[src/hdl/cob_pkg.sv]
// ----------------------------------------------------------------------------
// Coverage-over blend package
// Shared widths, pipeline depths, pixel types and the divide-by-255 helper.
// ----------------------------------------------------------------------------
package cob_pkg;

  localparam int CHAN_W = 8;
  localparam logic [CHAN_W-1:0] FULL = 8'd255;

  // Command codes carried on the command input.
  localparam logic CMD_BLEND         = 1'b0;
  localparam logic CMD_UNPREMULTIPLY = 1'b1;

  // The unpremultiply divider retires one quotient bit per stage.
  localparam int DIV_STEPS = CHAN_W;
  // Both units are register stages deep by this amount.
  localparam int PIPE_DEPTH = DIV_STEPS + 1;
  // Stages of real work in the blend unit; the rest is a delay line.
  localparam int BLEND_STAGES = 6;
  // Start to result strobe, counting the output register.
  localparam int OUT_LATENCY = PIPE_DEPTH + 1;

  // Colour channels: index 2 is red, 1 is green, 0 is blue.
  typedef logic [2:0][CHAN_W-1:0] rgb_t;

  typedef struct packed {
    rgb_t              color;
    logic [CHAN_W-1:0] alpha;
  } pixel_t;

  // Floor of x / 255 for x up to 255 * 255, by the add-and-shift identity.
  function automatic logic [CHAN_W-1:0] div255(input logic [2*CHAN_W-1:0] x);
    logic [2*CHAN_W:0] t;
    t = {1'b0, x} + (2*CHAN_W+1)'(1) + {{(CHAN_W+1){1'b0}}, x[2*CHAN_W-1:CHAN_W]};
    return t[2*CHAN_W-1:CHAN_W];
  endfunction

endpackage

[src/hdl/cob_blend.sv]
// ----------------------------------------------------------------------------
// Coverage-over blend unit
// Pipelined "over" operator of a coloured run onto a premultiplied pixel.
// ----------------------------------------------------------------------------
module cob_blend (
  input  logic            clk,
  input  logic            rst,
  input  logic            in_valid,
  input  logic [7:0]      coverage,
  input  logic [7:0]      run_transparency,
  input  cob_pkg::rgb_t   run,
  input  cob_pkg::pixel_t dst,
  output logic            out_valid,
  output cob_pkg::pixel_t out_pix
);
  import cob_pkg::*;

  localparam int TAIL = PIPE_DEPTH - BLEND_STAGES;

  typedef logic [2:0][2*CHAN_W-1:0] rgb_wide_t;

  logic [CHAN_W-1:0]   opacity;
  logic [CHAN_W-1:0]   keep;

  logic                v1, v2, v3, v4, v5;
  rgb_t                src1, src2;
  pixel_t              dst1, dst2, dst3, dst4, dst5;
  logic [2*CHAN_W-1:0] cov_prod1;
  logic                opq_zero1, opq_zero2;
  logic [CHAN_W-1:0]   k2, k3, k4, k5;
  rgb_wide_t           mix_src3, mix_dst3, sum4;
  logic [2*CHAN_W-1:0] a_prod3, a_prod4;
  logic                pass3, pass4, pass5;
  rgb_t                q5;
  logic [CHAN_W-1:0]   qa5;
  logic                vd  [TAIL+1];
  pixel_t              dly [TAIL+1];

  assign opacity = FULL - run_transparency;
  assign keep    = FULL - k2;

  // Valid bits travel alongside the data.
  always_ff @(posedge clk) begin
    if (rst) begin
      v1    <= 1'b0;
      v2    <= 1'b0;
      v3    <= 1'b0;
      v4    <= 1'b0;
      v5    <= 1'b0;
      vd[0] <= 1'b0;
    end else begin
      v1    <= in_valid;
      v2    <= v1;
      v3    <= v2;
      v4    <= v3;
      v5    <= v4;
      vd[0] <= v5;
    end
  end

  // Stage 1: coverage times opacity.
  always_ff @(posedge clk) begin
    src1      <= run;
    dst1      <= dst;
    cov_prod1 <= {{CHAN_W{1'b0}}, coverage} * {{CHAN_W{1'b0}}, opacity};
    opq_zero1 <= (run_transparency == FULL);
  end

  // Stage 2: scale the product back to a weight k.
  always_ff @(posedge clk) begin
    src2      <= src1;
    dst2      <= dst1;
    k2        <= div255(cov_prod1);
    opq_zero2 <= opq_zero1;
  end

  // Stage 3: weight the run colour by k and the destination by 255 - k.
  always_ff @(posedge clk) begin
    for (int ch = 0; ch < 3; ch++) begin
      mix_src3[ch] <= {{CHAN_W{1'b0}}, src2[ch]} * {{CHAN_W{1'b0}}, k2};
      mix_dst3[ch] <= {{CHAN_W{1'b0}}, dst2.color[ch]} * {{CHAN_W{1'b0}}, keep};
    end
    a_prod3 <= {{CHAN_W{1'b0}}, dst2.alpha} * {{CHAN_W{1'b0}}, keep};
    k3      <= k2;
    pass3   <= opq_zero2 || (k2 == '0);
    dst3    <= dst2;
  end

  // Stage 4: sum the two weighted terms of each colour.
  always_ff @(posedge clk) begin
    for (int ch = 0; ch < 3; ch++) begin
      sum4[ch] <= mix_src3[ch] + mix_dst3[ch];
    end
    a_prod4 <= a_prod3;
    k4      <= k3;
    pass4   <= pass3;
    dst4    <= dst3;
  end

  // Stage 5: divide every term by 255.
  always_ff @(posedge clk) begin
    for (int ch = 0; ch < 3; ch++) begin
      q5[ch] <= div255(sum4[ch]);
    end
    qa5   <= div255(a_prod4);
    k5    <= k4;
    pass5 <= pass4;
    dst5  <= dst4;
  end

  // Stage 6: blend, or an invisible run leaves the destination untouched.
  always_ff @(posedge clk) begin
    if (pass5) begin
      dly[0] <= dst5;
    end else begin
      dly[0].color <= q5;
      dly[0].alpha <= k5 + qa5;
    end
  end

  // Delay line that matches the depth of the unpremultiply unit.
  for (genvar i = 1; i <= TAIL; i++) begin : g_tail
    always_ff @(posedge clk) begin
      if (rst) begin
        vd[i] <= 1'b0;
      end else begin
        vd[i] <= vd[i-1];
      end
    end

    always_ff @(posedge clk) begin
      dly[i] <= dly[i-1];
    end
  end

  assign out_valid = vd[TAIL];
  assign out_pix   = dly[TAIL];

endmodule

[src/hdl/cob_unpremul.sv]
// ----------------------------------------------------------------------------
// Coverage-over unpremultiply unit
// Pipelined restoring divider giving min(255, c * 255 / alpha) per channel.
// ----------------------------------------------------------------------------
module cob_unpremul (
  input  logic            clk,
  input  logic            rst,
  input  logic            in_valid,
  input  cob_pkg::pixel_t dst,
  output logic            out_valid,
  output cob_pkg::pixel_t out_pix
);
  import cob_pkg::*;

  typedef struct packed {
    logic [CHAN_W-1:0] rem;
    logic [CHAN_W-1:0] lo;
    logic [CHAN_W-1:0] q;
    logic              sat;
    logic [CHAN_W-1:0] c;
  } div_lane_t;

  logic [2*CHAN_W-1:0] num [3];
  div_lane_t           lane [DIV_STEPS+1][3];
  logic                vld  [DIV_STEPS+1];
  logic [CHAN_W-1:0]   alp  [DIV_STEPS+1];
  logic                pass [DIV_STEPS+1];

  // Dividend c * 255 formed as c * 256 - c.
  always_comb begin
    for (int ch = 0; ch < 3; ch++) begin
      num[ch] = {dst.color[ch], {CHAN_W{1'b0}}} - {{CHAN_W{1'b0}}, dst.color[ch]};
    end
  end

  // Stage 1: load the divider. A channel at or above its alpha saturates,
  // otherwise the quotient fits in one byte.
  always_ff @(posedge clk) begin
    if (rst) begin
      vld[0] <= 1'b0;
    end else begin
      vld[0] <= in_valid;
    end
  end

  always_ff @(posedge clk) begin
    for (int ch = 0; ch < 3; ch++) begin
      lane[0][ch].rem <= num[ch][2*CHAN_W-1:CHAN_W];
      lane[0][ch].lo  <= num[ch][CHAN_W-1:0];
      lane[0][ch].q   <= '0;
      lane[0][ch].sat <= (dst.color[ch] >= dst.alpha);
      lane[0][ch].c   <= dst.color[ch];
    end
    alp[0]  <= dst.alpha;
    pass[0] <= (dst.alpha == '0) || (dst.alpha == FULL);
  end

  // One quotient bit per stage.
  for (genvar s = 1; s <= DIV_STEPS; s++) begin : g_step
    logic [CHAN_W:0] trial [3];
    logic            take  [3];

    always_comb begin
      for (int ch = 0; ch < 3; ch++) begin
        trial[ch] = {lane[s-1][ch].rem, lane[s-1][ch].lo[CHAN_W-1]};
        take[ch]  = (trial[ch] >= {1'b0, alp[s-1]});
      end
    end

    always_ff @(posedge clk) begin
      if (rst) begin
        vld[s] <= 1'b0;
      end else begin
        vld[s] <= vld[s-1];
      end
    end

    always_ff @(posedge clk) begin
      for (int ch = 0; ch < 3; ch++) begin
        if (take[ch]) begin
          lane[s][ch].rem <= CHAN_W'(trial[ch] - {1'b0, alp[s-1]});
        end else begin
          lane[s][ch].rem <= trial[ch][CHAN_W-1:0];
        end
        lane[s][ch].lo  <= {lane[s-1][ch].lo[CHAN_W-2:0], 1'b0};
        lane[s][ch].q   <= {lane[s-1][ch].q[CHAN_W-2:0], take[ch]};
        lane[s][ch].sat <= lane[s-1][ch].sat;
        lane[s][ch].c   <= lane[s-1][ch].c;
      end
      alp[s]  <= alp[s-1];
      pass[s] <= pass[s-1];
    end
  end

  // Alpha zero or full passes the pixel; else saturate or take the quotient.
  always_comb begin
    for (int ch = 0; ch < 3; ch++) begin
      if (pass[DIV_STEPS]) begin
        out_pix.color[ch] = lane[DIV_STEPS][ch].c;
      end else if (lane[DIV_STEPS][ch].sat) begin
        out_pix.color[ch] = FULL;
      end else begin
        out_pix.color[ch] = lane[DIV_STEPS][ch].q;
      end
    end
    out_pix.alpha = alp[DIV_STEPS];
  end

  assign out_valid = vld[DIV_STEPS];

endmodule

[src/hdl/coverage_over_blend_pixel.sv]
// done is registered from the valid of the unit that took the start transfer.
// Throughput: one pixel per cycle outside reset; the 8-stage divider sets the depth.
// busy is high only while rst is high; the result side cannot stall.
// Reset clears every valid bit in both units and the done strobe.
// ----------------------------------------------------------------------------
// Coverage-over blend pixel
// Per-pixel compositor: blends a run colour over a destination pixel under a
// coverage byte, or unpremultiplies a pixel, as the command selects.
// ----------------------------------------------------------------------------
module coverage_over_blend_pixel (
  input  logic       clk,
  input  logic       rst,
  input  logic       start,
  output logic       busy,
  input  logic       command,
  input  logic [7:0] coverage,
  input  logic [7:0] run_red,
  input  logic [7:0] run_green,
  input  logic [7:0] run_blue,
  input  logic [7:0] run_transparency,
  input  logic [7:0] dst_red,
  input  logic [7:0] dst_green,
  input  logic [7:0] dst_blue,
  input  logic [7:0] dst_alpha,
  output logic       done,
  output logic [7:0] out_red,
  output logic [7:0] out_green,
  output logic [7:0] out_blue,
  output logic [7:0] out_alpha
);
  import cob_pkg::*;

  logic   accept;
  rgb_t   run_pix;
  pixel_t dst_pix;
  logic   blend_valid, unp_valid;
  pixel_t blend_pix, unp_pix;
  pixel_t result;

  // Items are taken every cycle outside reset.
  assign busy    = rst;
  assign accept  = start && !busy;
  assign run_pix = {run_red, run_green, run_blue};
  assign dst_pix = '{color: {dst_red, dst_green, dst_blue}, alpha: dst_alpha};

  cob_blend u_blend (
    .clk              (clk),
    .rst              (rst),
    .in_valid         (accept && (command == CMD_BLEND)),
    .coverage         (coverage),
    .run_transparency (run_transparency),
    .run              (run_pix),
    .dst              (dst_pix),
    .out_valid        (blend_valid),
    .out_pix          (blend_pix)
  );

  cob_unpremul u_unpremul (
    .clk       (clk),
    .rst       (rst),
    .in_valid  (accept && (command == CMD_UNPREMULTIPLY)),
    .dst       (dst_pix),
    .out_valid (unp_valid),
    .out_pix   (unp_pix)
  );

  // Output register: take the result of whichever unit finished this item.
  always_ff @(posedge clk) begin
    if (rst) begin
      done <= 1'b0;
    end else begin
      done <= blend_valid || unp_valid;
    end
  end

  always_ff @(posedge clk) begin
    if (unp_valid) begin
      result <= unp_pix;
    end else begin
      result <= blend_pix;
    end
  end

  assign out_red   = result.color[2];
  assign out_green = result.color[1];
  assign out_blue  = result.color[0];
  assign out_alpha = result.alpha;

  // Both units have equal depth, so at most one finishes in any cycle.
  a_one_unit: assert property (@(posedge clk) disable iff (rst)
    $onehot0({blend_valid, unp_valid}))
    else $error("both units delivered a result in the same cycle");

  // Every transfer in gives exactly one strobe a fixed time later.
  a_latency: assert property (@(posedge clk) disable iff (rst)
    accept |-> ##OUT_LATENCY done)
    else $error("result strobe missing after a start transfer");

  a_no_phantom: assert property (@(posedge clk) disable iff (rst)
    done |-> $past(accept, OUT_LATENCY))
    else $error("result strobe without a matching start transfer");

  // A fully transparent run leaves the destination alpha as it was.
  a_clear_run: assert property (@(posedge clk) disable iff (rst)
    accept && (command == CMD_BLEND) && (run_transparency == FULL)
      |-> ##OUT_LATENCY (out_alpha == $past(dst_alpha, OUT_LATENCY)))
    else $error("transparent run changed the destination alpha");

endmodule
[config.mk]
export PLATFORM = sky130hd
export DESIGN_NAME = coverage_over_blend_pixel
export DESIGN_NICKNAME = d
export VERILOG_FILES = /design/src/hdl/cob_pkg.sv /design/src/hdl/cob_blend.sv /design/src/hdl/cob_unpremul.sv /design/src/hdl/coverage_over_blend_pixel.sv
export SDC_FILE = /design/constraint.sdc
export NUM_CORES = 2
export LEC_CHECK = 0
export ABC_CLOCK_PERIOD_IN_PS = 6000
export BUFFER_PORTS_ARGS = -buffer_cell sky130_fd_sc_hd__buf_4
export CORE_MARGIN = 2
export CORE_UTILIZATION = 40
export CTS_BUF_LIST = sky130_fd_sc_hd__clkbuf_8
export DETAILED_ROUTE_END_ITERATION = 6
export MAX_ROUTING_LAYER = met4
export PLACE_DENSITY_LB_ADDON = 0.05
export SLEW_MARGIN = 25
export SYNTH_ARGS = -nofsm -noshare
export SYNTH_HDL_FRONTEND = slang
export SYNTH_HIERARCHICAL = 1
export SYNTH_SLANG_ARGS = --single-unit
[constraint.sdc]
create_clock -name clk -period 6 [get_ports clk]
set_clock_uncertainty 0.05 [all_clocks]
set_input_delay 0.6 -clock clk [delete_from_list [all_inputs] [get_ports clk]]
set_output_delay 0.6 -clock clk [all_outputs]
set_load 0.05 [all_outputs]
* Word-level counts from Yosys, hierarchy flattened *
Memory sizes are Yosys's and may differ from the RTL's.
Cells that the tools add are included.

storage, ports and cells
  output and inout bits = 34
  bits in registers = 507
  bits in writable memories = 1,113
  word-level logic and storage cells = 320
  memories kept = 6
  input port bits = 76

cells by class
  add/sub/neg operators = 43
  muxes and demuxes = 124
  reductions and logical operators = 9
  bitwise logic cells = 40
  equal/unequal tests = 2
  $mul = 8
  $lt $le $gt $ge = 27

memories
  name             depth  bits a word  rd ports  clocked after memory_dff  write ports  line                RTL
  u_unpremul.lane  9      99           9         0                         9            cob_unpremul.sv:24  div_lane_t lane [DIV_STEPS+1][3];
  u_blend.dly      4      32           4         0                         4            cob_blend.sv:37     pixel_t dly [TAIL+1];
  u_unpremul.alp   9      8            9         0                         9            cob_unpremul.sv:26  logic [CHAN_W-1:0] alp [DIV_STEPS+1];
  u_unpremul.pass  9      1            9         0                         9            cob_unpremul.sv:27  logic pass [DIV_STEPS+1];
  u_unpremul.vld   9      1            9         0                         9            cob_unpremul.sv:25  logic vld [DIV_STEPS+1];
  u_blend.vd       4      1            4         0                         4            cob_blend.sv:36     logic vd [TAIL+1];

operator list
  kind                                                             number
  8-bit 2-to-1 mux                                                 31
  9-bit by 8-bit >= comparator with 1-bit output                   24
  8-bit subtractor                                                 24
  8-bit by 8-bit multiplier with 16-bit output                     8
  1-bit 2-to-1 mux                                                 91
  16-bit by 1-bit adder with 16-bit output, second input constant  5
  16-bit by 8-bit adder with 16-bit output                         5
  16-bit adder                                                     3
  16-bit by 8-bit subtractor with 16-bit output                    3
  1-bit bitwise OR                                                 39
  32-bit 2-to-1 mux                                                1
  8-bit >= comparator                                              3
  24-bit 2-to-1 mux                                                1
  8-bit equality test, second input constant                       2
  8-bit zero test                                                  2
  8-bit subtractor, first input constant                           2
  8-bit adder                                                      1
  1-bit logical AND                                                3
  1-bit logical OR                                                 3
  1-bit zero test                                                  1
  1-bit inverter                                                   1

* Longest topological paths before layout *
An unclocked memory read counts as a cell.

  word-level depth = 5
  mapped depth = 18
  depth with buffers taken out = 16

* Cells and area by module *
The synthesis kept the hierarchy.

modules (own cells, without submodules)
  module                     area each (um^2)  instances  cells an instance  seq. area each (um^2)
  cob_blend                  33,562.2          1          3,188              12,131.6
  cob_unpremul               26,045.0          1          2,304              14,353.8
  coverage_over_blend_pixel  1,234.9           1          73                 660.6

* Worst setup path before layout *
No wires, ideal clock.

  kind = register to register
  start = register u_blend.k2[7]
  end = register u_blend/mix_src3[29] (netlist bit)
  required time = 5,871 ps
  stages on the path, launching flop included = 17
  period minus slack after synthesis = 4,777 ps
  slack = 1,223 ps
  arrival time = 4,648 ps
  path buffers = 2
  library setup time = 79 ps
  cells stage by stage = dfxtp_1 -> clkbuf_1 -> clkbuf_1 -> nand2_1 -> fa_1 -> fa_1 -> inv_1 -> fa_1 -> inv_1 -> fa_1 -> inv_1 -> ha_1 -> o21ai_0 -> a21oi_1 -> o41ai_4 -> or4b_1 -> o211ai_1

on the way
  word-level cells in the longest chain between the ends = 1

ends and longest elaborated chain
  what                                          line             RTL
  from (decl)                                   cob_blend.sv:30  logic [CHAN_W-1:0] k2, k3, k4, k5;
  from (signal assigned)                        cob_blend.sv:73  k2 <= div255(cov_prod1);
  8-bit by 8-bit multiplier with 16-bit output  cob_blend.sv:80  mix_src3[ch] <= {{CHAN_W{1'b0}}, src2[ch]} * {{CHAN_W{1'b0}}, k2};
  to (signal, indexed assignment)               cob_blend.sv:80
  to (decl)                                     cob_blend.sv:31  rgb_wide_t mix_src3, mix_dst3, sum4;

Every way passes these cells.
A chain may end at the register's enable or synchronous reset.

* Final worst setup path *
  start = register u_blend.k2[3]
  end = register u_blend/mix_dst3[15] (netlist bit)

on the way
  word-level cells in the longest chain between the ends = 2

ends and longest elaborated chain
  what                                          line             RTL
  8-bit subtractor                              cob_blend.sv:40  assign keep = FULL - k2;
  8-bit by 8-bit multiplier with 16-bit output  cob_blend.sv:81  mix_dst3[ch] <= {{CHAN_W{1'b0}}, dst2.color[ch]} * {{CHAN_W{1'b0}}, keep};
  to (signal, indexed assignment)               cob_blend.sv:81
  to (decl)                                     cob_blend.sv:31

Every way passes these cells.

==> run summary <==
Starting density of the core -> 0.4015
Chip Width -> 394.0 µm
Via count of the first global-routing pass -> 39210
Required time of the critical path -> 6700 ps
Post-layout minimum cycle time -> 5179 ps
# Post-CTS Setup Buffers -> 0
Cell types occupying the most area after synthesis -> dfxtp_1, ha_1, fa_1, inv_1, nor2b_1
Number of cells on the worst reg-to-reg path -> 14
Number of distinct standard cells referenced by the synthesized netlist -> 86
Setup-failing EPs final -> 0
Endpoint class of the critical path -> register
Async set-reset flop share out of synthesis -> 0
Num Clock Sinks -> 1356
Post-DR vias/cell -> 4.702
HPWL after detailed placement -> 111.2 mm
Total global routing overflow -> 0
Part of the Yosys area used for sequential elements -> 0.4462
Max Fclk -> 193.1 MHz
Flop-to-flop setup slack -> 820 ps
Tightest Hold Check Type -> input port to register
Critical Setup Path Class -> register to register
Area share of the leading cell type in the synthesized netlist -> 0.4462
Area occupied by multi-input gates -> 31090 µm²
Remaining number of nets flagged by the antenna check after routing -> 0
Share of the clock period used by the worst path -> 0.8631
Library cell used as clock root buffer -> clkbuf_8
Top layer in use -> met4
Endpoint of the lowest-slack register-to-register path -> u_blend/mix_dst3[15]$_DFF_P_
Area leader, netlist -> dfxtp_1
Initial drt markers -> 1598
Cell area after synthesis -> 60840 µm²
Main flop type after synthesis -> dfxtp_1
Count of hold-fix buffers inserted at cts -> 66
CTS tree -> built
Maximum fanout count along the critical path -> 36
Reported max-cap violation count -> 0
Die outline area -> 155200 µm²
Average cell area after synthesis -> 10.93 µm²
Worst Hold Endpoint -> u_blend/cov_prod1[1]$_DFF_P_
Std cell rows -> 143
Nets -> 6895
Average wire length per cell after detail routing -> 17.67 µm
Signal arrival time at the worst endpoint -> 5880 ps
Reg-to-Reg Start -> u_blend/k2[3]$_DFF_P_
Buffers on Ports -> 109
Yosys Warn Count -> 6
Relative slew slack -> 0.3548
EDFF count, synth -> 0
Number of iterations in the first detailed-routing pass -> 5
Buffers from clock root to sink, at most -> 3
Sequential standard cell area -> 27160 µm²
Number of pins exceeding their max-slew limit in the final report -> 0
Max H-tree Level -> 4
Total CTS buffers -> 222
Result of the run -> finished clean
Wire length of the first global-routing pass -> 223.8 mm
Hold_sp -> coverage[0]
Number of design rule violations left after detail routing -> 0
Number of gates given a new drive strength after cts -> 0
Number of failing hold endpoints at the final stage -> 0
Setup TNS -> 0 ps
Clock latency on the worst-skew pair -> 910 ps
I/O Pins -> 110
Post-Synthesis Net Count -> 6551
Number of flip-flops and latches in the synthesized netlist -> 1356
Sort of element at the start of the critical path -> register
Wire length on met3 -> 5.250 mm
Die Span Y -> 394.0 µm
Routability Congestion -> 0.8380
Area of the placeable core -> 151500 µm²
Fraction of layout instances using a drive strength above 1 -> 0.1178
Area Growth Syn to Fin -> 14.83%
GRT Util Overall -> 0.1917
Filler cell count in the final layout -> 14350
Setup repair after global routing missed its margin -> no
Gate count after technology mapping -> 5565
Largest net degree at the start of global routing -> 49
CTS clock-pin slew for the worst setup and hold paths -> 70 ps
Transition at the pin with the smallest max-transition slack -> 966.4 ps
Final WL -> 143.6 mm
Routed vias -> 38230
Amount of wire on met2 after detailed routing -> 67.54 mm
DRT met1 WL -> 66.37 mm
Number of antenna violations at the first check in global routing -> 17
Count of cells along the worst hold path -> 3
metrics by stage:
stage,cell area [µm²],util,worst slack (ps),hold slack [ps],instances
2_1_floorplan,60840,-,1223,259.6,5565
3_3_place_gp,64070,0.4228,951.4,259.5,7648
3_5_place_dp,64070,0.4228,894.8,262.0,7648
4_1_cts,69840,0.4609,808.3,22.93,8123
5_1_grt,69850,0.4609,504.2,49.61,8126
6_report,69860,0.4610,821.5,110.9,8130
cells by family after synthesis:
group           synth area share
flops                     0.4462
mux                      0.03570
compound gates           0.09199
xor+xnor                 0.03541
buf+inv                  0.04284
simple gates              0.1221
fa+ha+maj                 0.2258
registers in the layout, summed over array words and instances, names as in the netlist, 48 cells and up:
name and cells:
u_blend/dly 128, u_blend/mix_dst3 48, u_blend/mix_src3 48, u_blend/sum4 48, u_unpremul/alp 72, u_unpremul/lane 627
per-layer routing:
| metal | global-route usage | up-vias |
|---|---|---|
| met1 | 0.2441 | 18100 |
| met4 | 0.06691 | 0 |
| met5 | - | - |
| li1 | - | 19240 |
| met3 | 0.03166 | 228 |
| met2 | 0.3080 | 659 |
worst max-delay path: stages (launching register included):
cell and delay (ps):
dfxtp_2 890, buf_12 260, nor2b_1 80, fa_1 510, inv_1 50, fa_1 460
fa_1 520, fa_1 550, inv_1 40, ha_1 320, o21ai_0 240, a21oi_1 120
o41ai_4 390, mux2i_1 150, a2111oi_2 340
cell usage after synthesis (10+ instances only):
cell type	n
dfxtp_1	1356
ha_1	597
inv_1	580
nor2b_1	337
fa_1	313
nand2_1	286
nor2_1	202
a21oi_1	189
o21ai_0	187
xnor2_1	172
and2_1	157
nand2b_1	111
mux2_2	98
a21o_1	87
nand3_1	77
xor2_1	74
nor3_1	73
clkbuf_1	67
o21a_1	61
mux2i_1	43
mux2_4	38
and3_1	33
a211oi_1	26
o211ai_1	24
o21ai_1	23
o31ai_1	23
nor4_1	22
a31oi_1	19
nand4_1	19
o31a_1	19
o21bai_1	17
or3_1	14
or4_1	14
a2111oi_0	12
a21oi_4	10
final cells by class:
type                    instances  area share
multi-input cells            3538      0.4450
clock inverters               125     0.01717
repair buffers                204     0.02500
diodes                          6   0.0002149
inverters                     587     0.03154
flip-flops and latches       1356      0.3888
clock buffers                 284     0.05595
well taps                    2030     0.03636
worst max path at each step:
stage | endpoint | startpoint | slack (ps)
finish | u_blend/mix_dst3[15]$_DFF_P_ | u_blend/k2[3]$_DFF_P_ | 820
global route | u_blend/mix_dst3[31]$_DFF_P_ | u_blend/k2[3]$_DFF_P_ | 500
CTS | u_blend/mix_dst3[15]$_DFF_P_ | u_blend/k2[3]$_DFF_P_ | 810
detailed placement | u_blend/mix_dst3[47]$_DFF_P_ | u_blend/k2[7]$_DFF_P_ | 890
global placement | u_blend/mix_dst3[15]$_DFF_P_ | u_blend/k2[3]$_DFF_P_ | 950
floorplan | u_blend/mix_src3[29]$_DFF_P_ | u_blend/k2[7]$_DFF_P_ | 1220
layout by cell type (no fill, tap or decap), types with 22 or more instances in the layout:
master	n
a211oi_1	26
a21o_1	87
a21oi_1	189
and2_1	157
and3_1	33
buf_4	134
clkbuf_8	284
clkinv_2	28
dfxtp_1	1345
dlygate4sd3_1	66
fa_1	313
ha_1	597
inv_1	639
mux2_2	98
mux2_4	38
mux2i_1	43
nand2_1	286
nand2b_1	111
nand3_1	77
nor2_1	202
nor2b_1	337
nor3_1	73
nor4_1	22
o211ai_1	24
o21a_1	61
o21ai_0	187
o21ai_1	23
o31ai_1	23
xnor2_1	172
xor2_1	74
Power is left out: the tool's default activity adds up to more than one toggle a clock period on the data nets, which glitch-free logic cannot reach.
